### config.mk
export PLATFORM = sky130hd
export DESIGN_NAME = amo64_queue
export DESIGN_NICKNAME = d
export VERILOG_FILES = /design/src/hw/rtl/amo64_pkg.sv /design/src/hw/rtl/amo64_queue.sv
export SDC_FILE = /design/constraint.sdc
export NUM_CORES = 1
export LEC_CHECK = 0
export ABC_AREA = 1
export BUFFER_PORTS_ARGS = -buffer_cell sky130_fd_sc_hd__buf_2
export CORE_MARGIN = 8
export CORE_UTILIZATION = 50
export CTS_BUF_LIST = sky130_fd_sc_hd__clkbuf_4
export DETAILED_ROUTE_END_ITERATION = 10
export PLACE_DENSITY = 0.73
export SYNTH_ARGS = -nofsm -noshare
export SYNTH_HDL_FRONTEND = slang
export SYNTH_SLANG_ARGS = --single-unit
### constraint.sdc
create_clock -name aclk -period 8.3 [get_ports aclk]
set_input_delay 0.83 -clock aclk [delete_from_list [all_inputs] [get_ports aclk]]
set_output_delay 0.83 -clock aclk [all_outputs]
set_load 0.005 [all_outputs]
### src/hw/rtl/amo64_pkg.sv
// amo64_pkg: shared types and constants of the 64-bit atomic memory operation unit
// holds request codes, decoded operation kinds, queue entry layout and sizes
// no dependencies
package amo64_pkg;

    // word store size and index width
    localparam int MEM_WORDS = 1024;
    localparam int MEM_AW    = $clog2(MEM_WORDS);

    // field widths
    localparam int TYPE_W  = 4;
    localparam int INDEX_W = 10;
    localparam int WORD_W  = 64;

    // stream data widths, fields packed from bit 0 and padded to whole bytes
    localparam int S_DATA_BITS = INDEX_W + 2 * WORD_W;
    localparam int S_DATA_W    = ((S_DATA_BITS + 7) / 8) * 8;
    localparam int S_PAD_W     = S_DATA_W - S_DATA_BITS;
    localparam int M_DATA_W    = WORD_W;

    // request type codes on the input stream
    localparam logic [TYPE_W-1:0] REQ_LOAD     = 4'd0;
    localparam logic [TYPE_W-1:0] REQ_STORE    = 4'd1;
    localparam logic [TYPE_W-1:0] REQ_EXCHANGE = 4'd2;
    localparam logic [TYPE_W-1:0] REQ_CAS      = 4'd3;
    localparam logic [TYPE_W-1:0] REQ_ADD      = 4'd4;
    localparam logic [TYPE_W-1:0] REQ_SUB      = 4'd5;
    localparam logic [TYPE_W-1:0] REQ_AND      = 4'd6;
    localparam logic [TYPE_W-1:0] REQ_OR       = 4'd7;
    localparam logic [TYPE_W-1:0] REQ_XOR      = 4'd8;
    localparam logic [TYPE_W-1:0] REQ_NAND     = 4'd9;

    // decoded operation kind carried to the execution side
    typedef enum logic [3:0] {
        OP_LOAD     = 4'd0,
        OP_STORE    = 4'd1,
        OP_EXCHANGE = 4'd2,
        OP_CAS      = 4'd3,
        OP_ADD      = 4'd4,
        OP_SUB      = 4'd5,
        OP_AND      = 4'd6,
        OP_OR       = 4'd7,
        OP_XOR      = 4'd8,
        OP_NAND     = 4'd9
    } op_t;

    // one classified request as it waits in the queue
    typedef struct packed {
        op_t                op;
        logic [MEM_AW-1:0]  idx;
        logic [WORD_W-1:0]  operand;
        logic [WORD_W-1:0]  expected;
    } req_t;

    // queue between front and back
    localparam int Q_DEPTH = 2;
    localparam int Q_AW    = $clog2(Q_DEPTH);
    localparam int Q_CW    = $clog2(Q_DEPTH + 1);

    // queue status toward the front
    typedef struct packed {
        logic full;
        logic empty;
    } q_status_t;

endpackage

### src/hw/rtl/amo64_queue.sv
// amo64_queue: short request queue between the front and back of the atomic unit
// depends on amo64_pkg
module amo64_queue (
    input  logic                    aclk,
    input  logic                    aresetn,
    input  logic                    push,
    input  amo64_pkg::req_t         push_entry,
    output amo64_pkg::q_status_t    status,
    input  logic                    pop,
    output amo64_pkg::req_t         head
);

    amo64_pkg::req_t                slot_reg [amo64_pkg::Q_DEPTH];
    logic [amo64_pkg::Q_AW-1:0]     wr_ptr_reg, wr_ptr_next;
    logic [amo64_pkg::Q_AW-1:0]     rd_ptr_reg, rd_ptr_next;
    logic [amo64_pkg::Q_CW-1:0]     count_reg, count_next;
    logic                           do_push, do_pop;

    assign status.full  = (count_reg == amo64_pkg::Q_CW'(amo64_pkg::Q_DEPTH));
    assign status.empty = (count_reg == '0);
    assign do_push      = push && !status.full;
    assign do_pop       = pop && !status.empty;
    assign head         = slot_reg[rd_ptr_reg];

    // pointer and fill count update
    always_comb begin
        wr_ptr_next = wr_ptr_reg;
        rd_ptr_next = rd_ptr_reg;
        count_next  = count_reg;
        if (do_push) begin
            wr_ptr_next = (wr_ptr_reg == amo64_pkg::Q_AW'(amo64_pkg::Q_DEPTH - 1)) ?
                          '0 : wr_ptr_reg + amo64_pkg::Q_AW'(1);
        end
        if (do_pop) begin
            rd_ptr_next = (rd_ptr_reg == amo64_pkg::Q_AW'(amo64_pkg::Q_DEPTH - 1)) ?
                          '0 : rd_ptr_reg + amo64_pkg::Q_AW'(1);
        end
        if (do_push && !do_pop) begin
            count_next = count_reg + amo64_pkg::Q_CW'(1);
        end else if (do_pop && !do_push) begin
            count_next = count_reg - amo64_pkg::Q_CW'(1);
        end
    end

    always_ff @(posedge aclk) begin
        if (!aresetn) begin
            wr_ptr_reg <= '0;
            rd_ptr_reg <= '0;
            count_reg  <= '0;
        end else begin
            wr_ptr_reg <= wr_ptr_next;
            rd_ptr_reg <= rd_ptr_next;
            count_reg  <= count_next;
        end
    end

    // entry storage, no reset needed
    always_ff @(posedge aclk) begin
        if (do_push) begin
            slot_reg[wr_ptr_reg] <= push_entry;
        end
    end

`ifndef NO_ASSERTIONS
    // fill count never goes past the depth
    a_count_bound: assert property (@(posedge aclk) disable iff (!aresetn)
        count_reg <= amo64_pkg::Q_CW'(amo64_pkg::Q_DEPTH))
        else $error("queue count beyond depth");

    // count rises by one on a push without a pop
    a_count_step: assert property (@(posedge aclk) disable iff (!aresetn)
        (do_push && !do_pop) |=> count_reg == $past(count_reg) + amo64_pkg::Q_CW'(1))
        else $error("queue count missed a push");

    // pointers agree when the queue is empty or full
    a_ptr_match: assert property (@(posedge aclk) disable iff (!aresetn)
        (status.empty || status.full) |-> wr_ptr_reg == rd_ptr_reg)
        else $error("queue pointers out of step");
`endif

endmodule

==> out/summary.log, run 1 <==
[flow_run] max capacitance violation total 0
[clocking] number of setup buffers added after CTS 0
[sta] Final Hold Viols 0
[logic_synthesis] mux share of post-synthesis cell area 17.57%
[logic_synthesis] total nets after synthesis 627
[power] static leakage power 5.269 nW
[logic_synthesis] combinational family with the most area after synthesis multiplexers
[sta] Final period util 42.21%
[sta] Slew Limit Headroom 31.14%
[die] core area 21550 sq um
[critical_path] endpoint class of the critical path output pin
[sta] max-slew violations 0
[grt] global routing usage on met3 6.905%
[sta] time the worst path needs with I/O delays and setup 3.503 ns
[finish] total of fill cells in the finished design 1600
[critical_path] worst setup path category reg -> out
[finish] count of nets after finishing 980
[logic_synthesis] post-synthesis share of cell area spent on full adders, half adders and majority gates 0.1157%
[worst_hold_path] worst min-delay path category in -> reg
[grt] pin count of the biggest net entering global routing 78
[grt] vias in the first global route 6291
[placed_design] detailed placer's ending HPWL 15.13 mm
[logic_synthesis] flip-flop and latch count after synthesis 289
[die] number of placed I/O pins 290
[clocking] CTS root buf clkbuf_4
[sta] fin worst setup slack 4.797 ns
[clocking] post-CTS clock slew at the launch and capture registers of the worst setup and hold paths 0.07 ns
[clocking] clock tree sinks 289
[placed_design] number of cells in the design after placement 1039
[clocking] CTS Hold Bufs 0
[critical_path] Largest stage delay, worst path 0.86 ns
[placed_design] count of buffers inserted at the top-level ports 289
[drt] residual DRC count 0
[logic_synthesis] simple-gate portion of the synthesized area 0.6944%
[finish] synthesis-to-layout area growth 23.91%
[sta] Max Freq 285.5 MHz
[logic_synthesis] post-synthesis average cell area 22.52 sq um
[sta] Setup TNS 0 ns
[clocking] clock tree from TritonCTS yes
[grt] met1 track utilization from global routing 17.05%
[sta] setup clock skew after layout 0.02603 ns
[clocking] number of clock buffers inserted by TritonCTS 72
[critical_path] CP required 7.47 ns
[finish] max reg flops 284
[grt] wire length of the first global-routing pass 32.49 mm
[finish] final std cells w/o fill 1157
[placed_design] final RePlAce weighted congestion 0.7638
[drt] number of design-rule violations left by the first detailed-router iteration 271
[run_status] status finished clean
[die] cell row count 54
[critical_path] CP cell instances buf_4 -> mux2_2 -> buf_2
[finish] proportion of layout cells with a drive suffix above 1 62.93%
[placed_design] placement-stage worst setup slack 5.190 ns
[logic_synthesis] complex-gate fraction of the synthesized area 0.1852%
[finish] Final Cell Area 13400 sq um
[drt] DRT antenna net count 0
[die] chip height 163.1 um
[grt] met2 demand-to-capacity share in global routing 26.93%
[drt] WL per Instance 18.85 um
[drt] vias after detailed routing 5652
[grt] initial antenna violation count 7
[power] worst IR drop on VDD 0.1663 mV
[grt] global router's overall resource usage 15.83%
[finish] final core area utilization 62.16%
[finish] area used by sequential logic in the layout 8632 sq um
[logic_synthesis] fraction of synthesized cell area in xor and xnor cells 0%
[critical_path] arrival time at the worst endpoint 2.67 ns
[grt] peak-usage layer in the global routing report met2
[clocking] clock tree buffer depth 3
[critical_path] CP max FO 56
[die] die footprint 26590 sq um
[drt] via density per instance 4.885
[critical_path] library cell contributing the largest single delay on the critical path buf_4
[logic_synthesis] number of distinct standard cells referenced by the synthesized netlist 14
[logic_synthesis] Yosys warning total 0
[clocking] post-cts sizing count 0
[logic_synthesis] post-synthesis sequential area ratio 79.81%
[finish] area occupied by multi-input gates 2022 sq um
[drt] Pre-antenna DRT Iters 4
[clocking] clock latency of the later-clocked register in the worst-skew pair 0.61 ns
[drt] total detailed-routing wirelength 21.81 mm
[clocking] number of levels in the clock H-tree 3
[sta] hold_ws 0.3880 ns
[logic_synthesis] post-synthesis cell count 480
[power] Power per Cell Area 288.5 nW/um^2
[critical_path] count of buffer and inverter cells on the critical path 2
[logic_synthesis] Netlist Area Pre-Place 10810 sq um
[placed_design] Placed Instance Area 12530 sq um
[sta] RSZ-0062 raised after global routing no
[die] Die W 163.1 um
[sta] total of endpoints with negative setup slack in the final report 0
[critical_path] startpoint kind of the worst setup timing path flop
[critical_path] kind of cell with the highest combined delay on the critical path buffers and inverters
[die] initial standard-cell utilization of the core 50.16%
[sta] transition time at the pin with the least slew margin 1.033 ns
[power] total power after layout 3.864 mW
[grt] global route total overflow 0
## worst paths after layout
check	start	to	slack, ns	cells after the start
worst max register to register	count_reg[0]	slot_reg[1][48]	5.65	3
worst min register to register	rd_ptr_reg	flop	0.51	2
worst min-delay path	push_entry[60]	slot_reg[0][60]	0.39	1
worst max-delay path	flop	head[119]	4.80	3
## power breakdown
part | internal, mW | switching [mW] | leakage, nW | total, mW
clock | 0.604 | 0.495 | 0.514 | 1.10
sequential | 1.85 | 0.0629 | 2.69 | 1.91
combinational | 0.442 | 0.413 | 2.06 | 0.854
## layout by cell type (no fill, tap or decap), drive strengths merged
master / count
a21oi: 1
buf: 295
bufinv: 1
clkbuf: 105
clkinv: 5
clkinvlp: 2
dfxtp: 5
diode: 3
edfxtp: 284
ha: 1
inv: 11
mux2: 142
nand2: 6
nand3: 1
nand4: 1
nor2: 11
o21ai: 3
## cell families after synthesis
family | Yosys count
flops | 289
mux | 142
buf+inv | 25
simple gates | 19
compound gates | 4
fa+ha+maj | 1
## per-layer routing
metal / vias up / share of wire (%)
met5: - / 0.23
met4: 8 / 1.8
met3: 39 / 10
met2: 247 / 50
met1: 2724 / 38
li1: 2634 / -
## Yosys cell counts (all sizes together)
cell    number  area, sq um
edfxtp     284         8528
mux2       142         1899
buf         16        142.6
nor2        11        41.29
inv          9        33.78
nand2        6        22.52
dfxtp        5        100.1
o21ai        3        15.01
a21oi        1        5.000
ha           1        12.51
nand3        1        5.000
nand4        1        6.260
## layout make-up
class	instances	area share, %
Sequential cell	289	64.43
Multi-Input combinational cell	166	15.09
Timing Repair Buffer	295	11.13
Clock buffer	105	5.884
Tap cell	280	2.615
Clock inverter	10	0.5324
Inverter	9	0.2522
Antenna cell	3	0.05604
Note: power is estimated with default switching activity, not from simulation.
==> run 2, diff against run 1 <==
--- a/config.mk
+++ b/config.mk
@@ -5,7 +5,7 @@
 export SDC_FILE = /design/constraint.sdc
 export NUM_CORES = 1
 export LEC_CHECK = 0
-export ABC_AREA = 1
+export ABC_AREA = 0
 export BUFFER_PORTS_ARGS = -buffer_cell sky130_fd_sc_hd__buf_2
 export CORE_MARGIN = 8
 export CORE_UTILIZATION = 50
==> constraint.sdc (replaced) <==
create_clock -name aclk -period 3.25 [get_ports aclk]
set_input_delay 0.325 -clock aclk [delete_from_list [all_inputs] [get_ports aclk]]
set_output_delay 0.325 -clock aclk [all_outputs]
set_load 0.005 [all_outputs]
==> out/summary.log, run 2 <==
[run_status] status finished clean [unchanged]
[die] number of placed I/O pins 290 [unchanged]
[logic_synthesis] most area-hungry cell type in the Yosys netlist edfxtp_1 [unchanged]
[sta] Setup TNS 0 ns [unchanged]
[finish] synthesis-to-layout area growth 37.60% [was 23.91%]
[clocking] clock tree from TritonCTS yes [unchanged]
[power] worst IR drop on VDD 0.5147 mV [was 0.1663 mV]
[flow_run] max capacitance violation total 0 [unchanged]
[finish] final core area utilization 70.50% [was 62.16%]
[die] cell row count 53 [was 54]
[worst_hold_path] worst min-delay path category in -> reg [unchanged]
[drt] WL per Instance 19.09 um [was 18.85 um]
[logic_synthesis] flip-flop and latch count after synthesis 289 [unchanged]
[grt] initial antenna violation count 3 [was 7]
[grt] peak-usage layer in the global routing report met2 [unchanged]
[die] die footprint 26570 sq um [was 26590 sq um]
[critical_path] CP required 2.92 ns [was 7.47 ns]
[finish] proportion of layout cells with a drive suffix above 1 54.50% [was 62.93%]
[die] initial standard-cell utilization of the core 51.23% [was 50.16%]
[logic_synthesis] dominant cell by count in the synthesized netlist edfxtp_1 [unchanged]
[clocking] CTS Hold Bufs 143 [was 0]
[grt] pin count of the biggest net entering global routing 80 [was 78]
[drt] Pre-antenna DRT Iters 4 [unchanged]
[logic_synthesis] Yosys warning total 0 [unchanged]
[clocking] post-CTS clock slew at the launch and capture registers of the worst setup and hold paths 0.06 ns [was 0.07 ns]
[logic_synthesis] Synth top area share 78.93% [was 78.88%]
[logic_synthesis] post-synthesis average cell area 23.14 sq um [was 22.52 sq um]
[finish] commonest non-fill, non-tap cells in the layout 289 x buf_2, 284 x edfxtp_1, 143 x dlygate4sd3_1, 96 x clkbuf_4, 80 x mux2_4 [was 289 x buf_2, 284 x edfxtp_1, 105 x clkbuf_4, 80 x mux2_4, 62 x mux2_2]
[sta] setup clock skew after layout 0.03502 ns [was 0.02603 ns]
[logic_synthesis] post-synthesis cell count 467 [was 480]
[drt] total detailed-routing wirelength 24.42 mm [was 21.81 mm]
[grt] global routing usage on met3 7.735% [was 6.905%]
[logic_synthesis] number of distinct standard cells referenced by the synthesized netlist 21 [was 14]
[logic_synthesis] total nets after synthesis 614 [was 627]
[finish] count of nets after finishing 1110 [was 980]
[drt] via density per instance 4.863 [was 4.885]
[critical_path] worst setup path category reg -> out [unchanged]
[critical_path] flop-to-flop setup slack 1.34 ns [was 5.65 ns]
[sta] max-slew violations 0 [unchanged]
[logic_synthesis] Netlist Area Pre-Place 10800 sq um [was 10810 sq um]
[clocking] number of clock buffers inserted by TritonCTS 72 [unchanged]
[clocking] number of setup buffers added after CTS 0 [unchanged]
[placed_design] count of buffers inserted at the top-level ports 289 [unchanged]
[grt] vias in the first global route 7119 [was 6291]
[sta] Final period util 81.74%
[drt] residual DRC count 0 [unchanged]
[worst_hold_path] sink of the worst hold path wr_ptr_reg [was slot_reg[0][60]]
[logic_synthesis] most numerous cell types in the synthesized netlist 284 x edfxtp_1, 80 x mux2_4, 62 x mux2_2 [unchanged]
[critical_path] arrival time at the worst endpoint 2.33 ns [was 2.67 ns]
[clocking] CTS root buf clkbuf_4 [unchanged]
[critical_path] startpoint kind of the worst setup timing path flop [unchanged]
[clocking] number of levels in the clock H-tree 3 [unchanged]
[logic_synthesis] Post-synth EDFFs 284 [unchanged]
[logic_synthesis] async set-or-reset flop fraction in the synthesized netlist 0% [unchanged]
[worst_hold_path] instance count along the most critical hold path 3 [was 1]
[sta] transition time at the pin with the least slew margin 0.8401 ns [was 1.033 ns]
[drt] vias after detailed routing 6220 [was 5652]
[critical_path] endpoint class of the critical path output pin [unchanged]
[die] Die W 163.0 um [was 163.1 um]
[critical_path] r2r worst-path depth 4 [was 3]
[grt] wire length of the first global-routing pass 37.16 mm [was 32.49 mm]
[die] core area 21090 sq um [was 21550 sq um]
[grt] global route total overflow 0 [unchanged]
[finish] total of fill cells in the finished design 1326 [was 1600]
[sta] Max Freq 376.4 MHz
[finish] commonest non-fill, non-tap cell in the layout buf_2 [unchanged]
[grt] met2 demand-to-capacity share in global routing 31.40% [was 26.93%]
[die] chip height 163.0 um [was 163.1 um]
[placed_design] final RePlAce weighted congestion 0.7096 [was 0.7638]
[logic_synthesis] predominant post-synthesis flop cell edfxtp_1 [unchanged]
[critical_path] R2R Path End slot_reg[0][90] [was slot_reg[1][48]]
[clocking] clock latency of the later-clocked register in the worst-skew pair 0.62 ns [was 0.61 ns]
[clocking] clock tree sinks 289 [unchanged]
[logic_synthesis] post-synthesis sequential area ratio 79.86% [was 79.81%]
[sta] total of endpoints with negative setup slack in the final report 0 [unchanged]
[drt] number of design-rule violations left by the first detailed-router iteration 358 [was 271]
[clocking] post-cts sizing count 0 [unchanged]
[worst_hold_path] Hold Path Origin push [was push_entry[60]]
[sta] time the worst path needs with I/O delays and setup 2.656 ns
[logic_synthesis] dominant cells by area after synthesis edfxtp_1 79%, mux2_4 11%, mux2_2 6.5%, buf_6 1.0%, dfxtp_1 0.93% [unchanged]
[sta] Final Hold Viols 0 [unchanged]
[critical_path] CP max FO 54 [was 56]
[clocking] clock tree buffer depth 3 [unchanged]
[sta] RSZ-0062 raised after global routing no [unchanged]
[power] Power per Cell Area 695.8 nW/um^2 [was 288.5 nW/um^2]
[finish] max reg flops 284 [unchanged]
[placed_design] detailed placer's ending HPWL 15.24 mm [was 15.13 mm]
[sta] Slew Limit Headroom 44.00% [was 31.14%]
[grt] met1 track utilization from global routing 19.14% [was 17.05%]
[critical_path] worst r2r src count_reg[0] [unchanged]
[drt] DRT antenna net count 0 [unchanged]
[grt] global router's overall resource usage 18.01% [was 15.83%]
[power] static leakage power 5.830 nW [was 5.269 nW]
## run 2: changes by cell type in the layout (fill, tap and decap cells not counted), sizes merged, moves of 2 or more
cell / previous run / this run
a21boi: 0 / 2
and2: 0 / 3
clkbuf: 105 / 96
clkinv: 5 / 11
dlygate4sd3: 0 / 143
inv: 11 / 2
nand2: 6 / 0
nor2: 11 / 2
xnor2: 0 / 2
## run 2: critical path, stage by stage, from the launching register on
cell,delay (ns)
dfxtp_4,0.70
buf_12,0.42
mux2_2,0.40
buf_2,0.13
## run 2: cell type report
class | count | area, sq um | area share, %
Sequential cell | 289 | 8633 | 58.07
Timing Repair Buffer | 438 | 2985 | 20.08
Multi-Input combinational cell | 160 | 2044 | 13.75
Clock buffer | 96 | 720.7 | 4.848
Tap cell | 275 | 344.1 | 2.314
Clock inverter | 15 | 118.9 | 0.7995
Inverter | 2 | 10.01 | 0.06733
Antenna cell | 4 | 10.01 | 0.06733
## run 2: cell families after synthesis
logic type	count (synthesis)	share of synthesized area [%]
AO/OA/AOI/OAI	5	0.3011
XOR/XNOR	3	0.2432
adder cells (fa/ha/maj)	1	0.1158
buffers and inverters	18	1.390
flip-flops	289	79.86
multiplexers	142	17.58
AND/OR/NAND/NOR	9	0.5097
## run 2: per-stage QoR
step           setup WS (ns)  std cells  hold slack [ns]  power, mW  area [sq um]
3_5_place_dp           1.257       1021           0.5157      7.483         12590
6_report              0.5936       1279          0.08665      10.34         14870
5_1_grt               0.4268       1277          0.01818      10.88         14860
4_1_cts               0.5171       1275        0.0003459      10.46         14860
2_1_floorplan         -1.136        467           0.4239      6.528         10820
3_3_place_gp           1.282       1021           0.5122      7.399         12590
## run 2: power breakdown
part | total (mW) | leakage [nW] | internal (mW) | switching [mW]
clock network | 2.81 | 0.492 | 1.51 | 1.30
logic | 2.65 | 2.64 | 1.45 | 1.20
registers | 4.88 | 2.69 | 4.69 | 0.197
total | 10.3 | 5.83 | 7.66 | 2.69
## run 2: worst max-delay path by stage
stage / from / end / slack [ns]
after detailed placement: flop / head[119] / 1.26
after CTS: flop / head[119] / 0.52
after global placement: flop / head[120] / 1.28
final: flop / head[120] / 0.59
after global routing: flop / head[120] / 0.43
after floorplan: count_reg[0] / slot_reg[0][0] / -1.14
## run 2: layer usage
| metal | part of all wire (%) | routed length [um] | up-vias |
|---|---|---|---|
| li1 | - | - | 2883 |
| met3 | 9.4 | 2302 | 34 |
| met2 | 52 | 12610 | 276 |
| met5 | 0.049 | 12 | - |
| met1 | 37 | 9143 | 3025 |
| met4 | 1.4 | 343 | 2 |
==> run 3, diff against run 2 <==
--- a/config.mk
+++ b/config.mk
@@ -8,10 +8,10 @@
 export ABC_AREA = 0
 export BUFFER_PORTS_ARGS = -buffer_cell sky130_fd_sc_hd__buf_2
 export CORE_MARGIN = 8
-export CORE_UTILIZATION = 50
+export CORE_UTILIZATION = 49
 export CTS_BUF_LIST = sky130_fd_sc_hd__clkbuf_4
 export DETAILED_ROUTE_END_ITERATION = 10
-export PLACE_DENSITY = 0.73
+export PLACE_DENSITY = 0.75
 export SYNTH_ARGS = -nofsm -noshare
 export SYNTH_HDL_FRONTEND = slang
 export SYNTH_SLANG_ARGS = --single-unit
==> constraint.sdc (replaced) <==
create_clock -name aclk -period 2.4 [get_ports aclk]
set_input_delay 0.24 -clock aclk [delete_from_list [all_inputs] [get_ports aclk]]
set_output_delay 0.24 -clock aclk [all_outputs]
set_load 0.005 [all_outputs]
==> out/summary.log, run 3 (synthesis gave the netlist of run 2 again) <==
[critical_path] endpoint class of the critical path output pin [unchanged]
[sta] RSZ-0062 raised after global routing no [unchanged]
[critical_path] flop-to-flop setup slack 0.70 ns [was 1.34 ns]
[drt] total detailed-routing wirelength 25.32 mm [was 24.42 mm]
[placed_design] final RePlAce weighted congestion 0.7581 [was 0.7096]
[sta] time the worst path needs with I/O delays and setup 2.222 ns
[sta] total of endpoints with negative setup slack in the final report 0 [unchanged]
[grt] pin count of the biggest net entering global routing 75 [was 80]
[critical_path] worst r2r src count_reg[0] [unchanged]
[drt] total met2 wirelength after detailed routing 13.37 mm [was 12.61 mm]
[clocking] number of levels in the clock H-tree 3 [unchanged]
[clocking] number of clock buffers inserted by TritonCTS 73 [was 72]
[sta] Max Freq 450.1 MHz
[clocking] clock latency of the later-clocked register in the worst-skew pair 0.63 ns [was 0.62 ns]
[grt] wire length of the first global-routing pass 37.69 mm [was 37.16 mm]
[finish] commonest non-fill, non-tap cells in the layout 289 x buf_2, 284 x edfxtp_1, 144 x dlygate4sd3_1, 94 x clkbuf_4, 80 x mux2_4 [was 289 x buf_2, 284 x edfxtp_1, 143 x dlygate4sd3_1, 96 x clkbuf_4, 80 x mux2_4]
[finish] area used by sequential logic in the layout 8633 sq um [unchanged]
[finish] max reg flops 284 [unchanged]
[die] number of placed I/O pins 290 [unchanged]
[critical_path] r2r worst-path depth 3 [was 4]
[finish] final std cells w/o fill 1285 [was 1279]
[grt] initial antenna violation count 1 [was 3]
[drt] DRT antenna net count 0 [unchanged]
[placed_design] detailed placer's ending HPWL 15.65 mm [was 15.24 mm]
[drt] WL per Instance 19.71 um [was 19.09 um]
[critical_path] startpoint kind of the worst setup timing path flop [unchanged]
[power] static leakage power 5.865 nW [was 5.830 nW]
[die] core area 21760 sq um [was 21090 sq um]
[drt] post-route met1 wirelength 9.269 mm [was 9.143 mm]
[placed_design] number of cells in the design after placement 1029 [was 1021]
[drt] Pre-antenna DRT Iters 5 [was 4]
[die] chip height 164.5 um [was 163.0 um]
[sta] fin worst setup slack 0.1782 ns [was 0.5936 ns]
[clocking] CTS root buf clkbuf_4 [unchanged]
[finish] count of nets after finishing 1116 [was 1110]
[finish] proportion of layout cells with a drive suffix above 1 54.54% [was 54.50%]
[critical_path] library cell contributing the largest single delay on the critical path dfxtp_4 [unchanged]
[grt] global router's overall resource usage 18.22% [was 18.01%]
[drt] residual DRC count 0 [unchanged]
[critical_path] arrival time at the worst endpoint 1.98 ns [was 2.33 ns]
[placed_design] count of buffers inserted at the top-level ports 289 [unchanged]
[sta] Slew Limit Headroom 69.47% [was 44.00%]
[worst_hold_path] instance count along the most critical hold path 4 [was 3]
[sta] Final period util 92.57%
[drt] highest metal layer with signal wires met4 [was met5]
[finish] total of fill cells in the finished design 1388 [was 1326]
[critical_path] worst setup path category reg -> out [unchanged]
[finish] commonest non-fill, non-tap cell in the layout buf_2 [unchanged]
[critical_path] CP required 2.16 ns [was 2.92 ns]
[run_status] status finished clean [unchanged]
[grt] vias in the first global route 7135 [was 7119]
[drt] vias after detailed routing 6267 [was 6220]
[drt] number of design-rule violations left by the first detailed-router iteration 339 [was 358]
[critical_path] critical path capture point head[0] [was head[120]]
[drt] via density per instance 4.877 [was 4.863]
[sta] setup clock skew after layout 0.02059 ns [was 0.03502 ns]
[flow_run] max capacitance violation total 0 [unchanged]
[power] worst IR drop on VDD 0.5638 mV [was 0.5147 mV]
[clocking] clock tree from TritonCTS yes [unchanged]
[critical_path] Crit path depth 3 [unchanged]
[finish] area occupied by multi-input gates 2044 sq um [unchanged]
[clocking] post-cts sizing count 0 [unchanged]
[drt] met3 wire length 2.395 mm [was 2.302 mm]
[die] initial standard-cell utilization of the core 49.66% [was 51.23%]
[sta] hold_ws 0.1655 ns [was 0.08665 ns]
[clocking] post-CTS clock slew at the launch and capture registers of the worst setup and hold paths 0.05 ns [was 0.06 ns]
[worst_hold_path] worst min-delay path category in -> reg [unchanged]
[critical_path] R2R Path End slot_reg[1][64] [was slot_reg[0][90]]
[clocking] clock tree buffer depth 3 [unchanged]
[critical_path] Largest stage delay, worst path 0.52 ns [was 0.70 ns]
[critical_path] count of buffer and inverter cells on the critical path 2 [unchanged]
[placed_design] placement-stage worst setup slack 0.6766 ns [was 1.257 ns]
[grt] global route total overflow 0 [unchanged]
[die] cell row count 54 [was 53]
[finish] synthesis-to-layout area growth 38.29% [was 37.60%]
[die] die footprint 27060 sq um [was 26570 sq um]
[clocking] clock tree sinks 289 [unchanged]
[critical_path] kind of cell with the highest combined delay on the critical path flip-flops [unchanged]
[critical_path] CP max FO 45 [was 54]
[die] Die W 164.5 um [was 163.0 um]
[power] Power per Cell Area 943.8 nW/um^2 [was 695.8 nW/um^2]
[critical_path] CP cell instances buf_12 -> mux2_2 -> buf_2 [unchanged]
[sta] Final Hold Viols 0 [unchanged]
[sta] max-slew violations 0 [unchanged]
[sta] transition time at the pin with the least slew margin 0.4580 ns [was 0.8401 ns]
-- run 3: cell count changes in the layout (fill, tap and decap cells not counted), sizes merged --
cell / delta
dlygate4sd3: +1
buf: +4
clkinvlp: -1
clkinv: -2
diode: -2
clkbuf: -2
inv: +3
-- run 3: where the power goes --
group          switching (mW)  internal, mW
Sequential              0.229          6.34
Clock                    1.78          2.01
Combinational            1.70          2.04
Total                    3.70          10.4
-- run 3: routing by layer --
layer,GRT usage (%),vias up
met5,0,-
met1,19.55,3056
met2,33.05,290
met3,6.356,24
met4,5.897,0
li1,-,2897
-- run 3: worst min-delay path by stage --
stage / startpoint / endpoint
CTS: pop / rd_ptr_reg
floorplan: push_entry[0] / slot_reg[0][0]
global placement: push_entry[88] / slot_reg[0][88]
detailed placement: push_entry[56] / slot_reg[1][56]
global route: pop / rd_ptr_reg
finish: pop / rd_ptr_reg
-- run 3: cell type report --
type | count | area share (%)
well taps | 280 | 2.345
inverters | 2 | 0.06700
clock inverters | 15 | 0.7537
flip-flops and latches | 289 | 57.78
repair buffers | 443 | 20.61
clock buffers | 94 | 4.723
diodes | 2 | 0.03350
multi-input cells | 160 | 13.68
-- run 3: timing repair --
item	CTS	global route
hold buffers	144	0
setup endpoints to repair	38	0
buffers inserted	1	0
endpoints found under the hold margin	289	0
-- run 3: per-stage QoR --
step,util [%],total power [mW],setup TNS [ns],area (sq um)
after floorplan,-,8.840,-329.08,10820
after global placement,58.21,10.11,0,12660
after detailed placement,58.21,10.24,0,12660
after CTS,68.65,14.26,0,14940
after global routing,68.67,14.80,0,14940
final,68.67,14.10,0,14940
-- run 3: worst register-to-register path, stage by stage (launching register included) --
cell      delay (ns)
dfxtp_2         0.38
nand2b_4        0.16
and3_4          0.49
buf_12          0.32
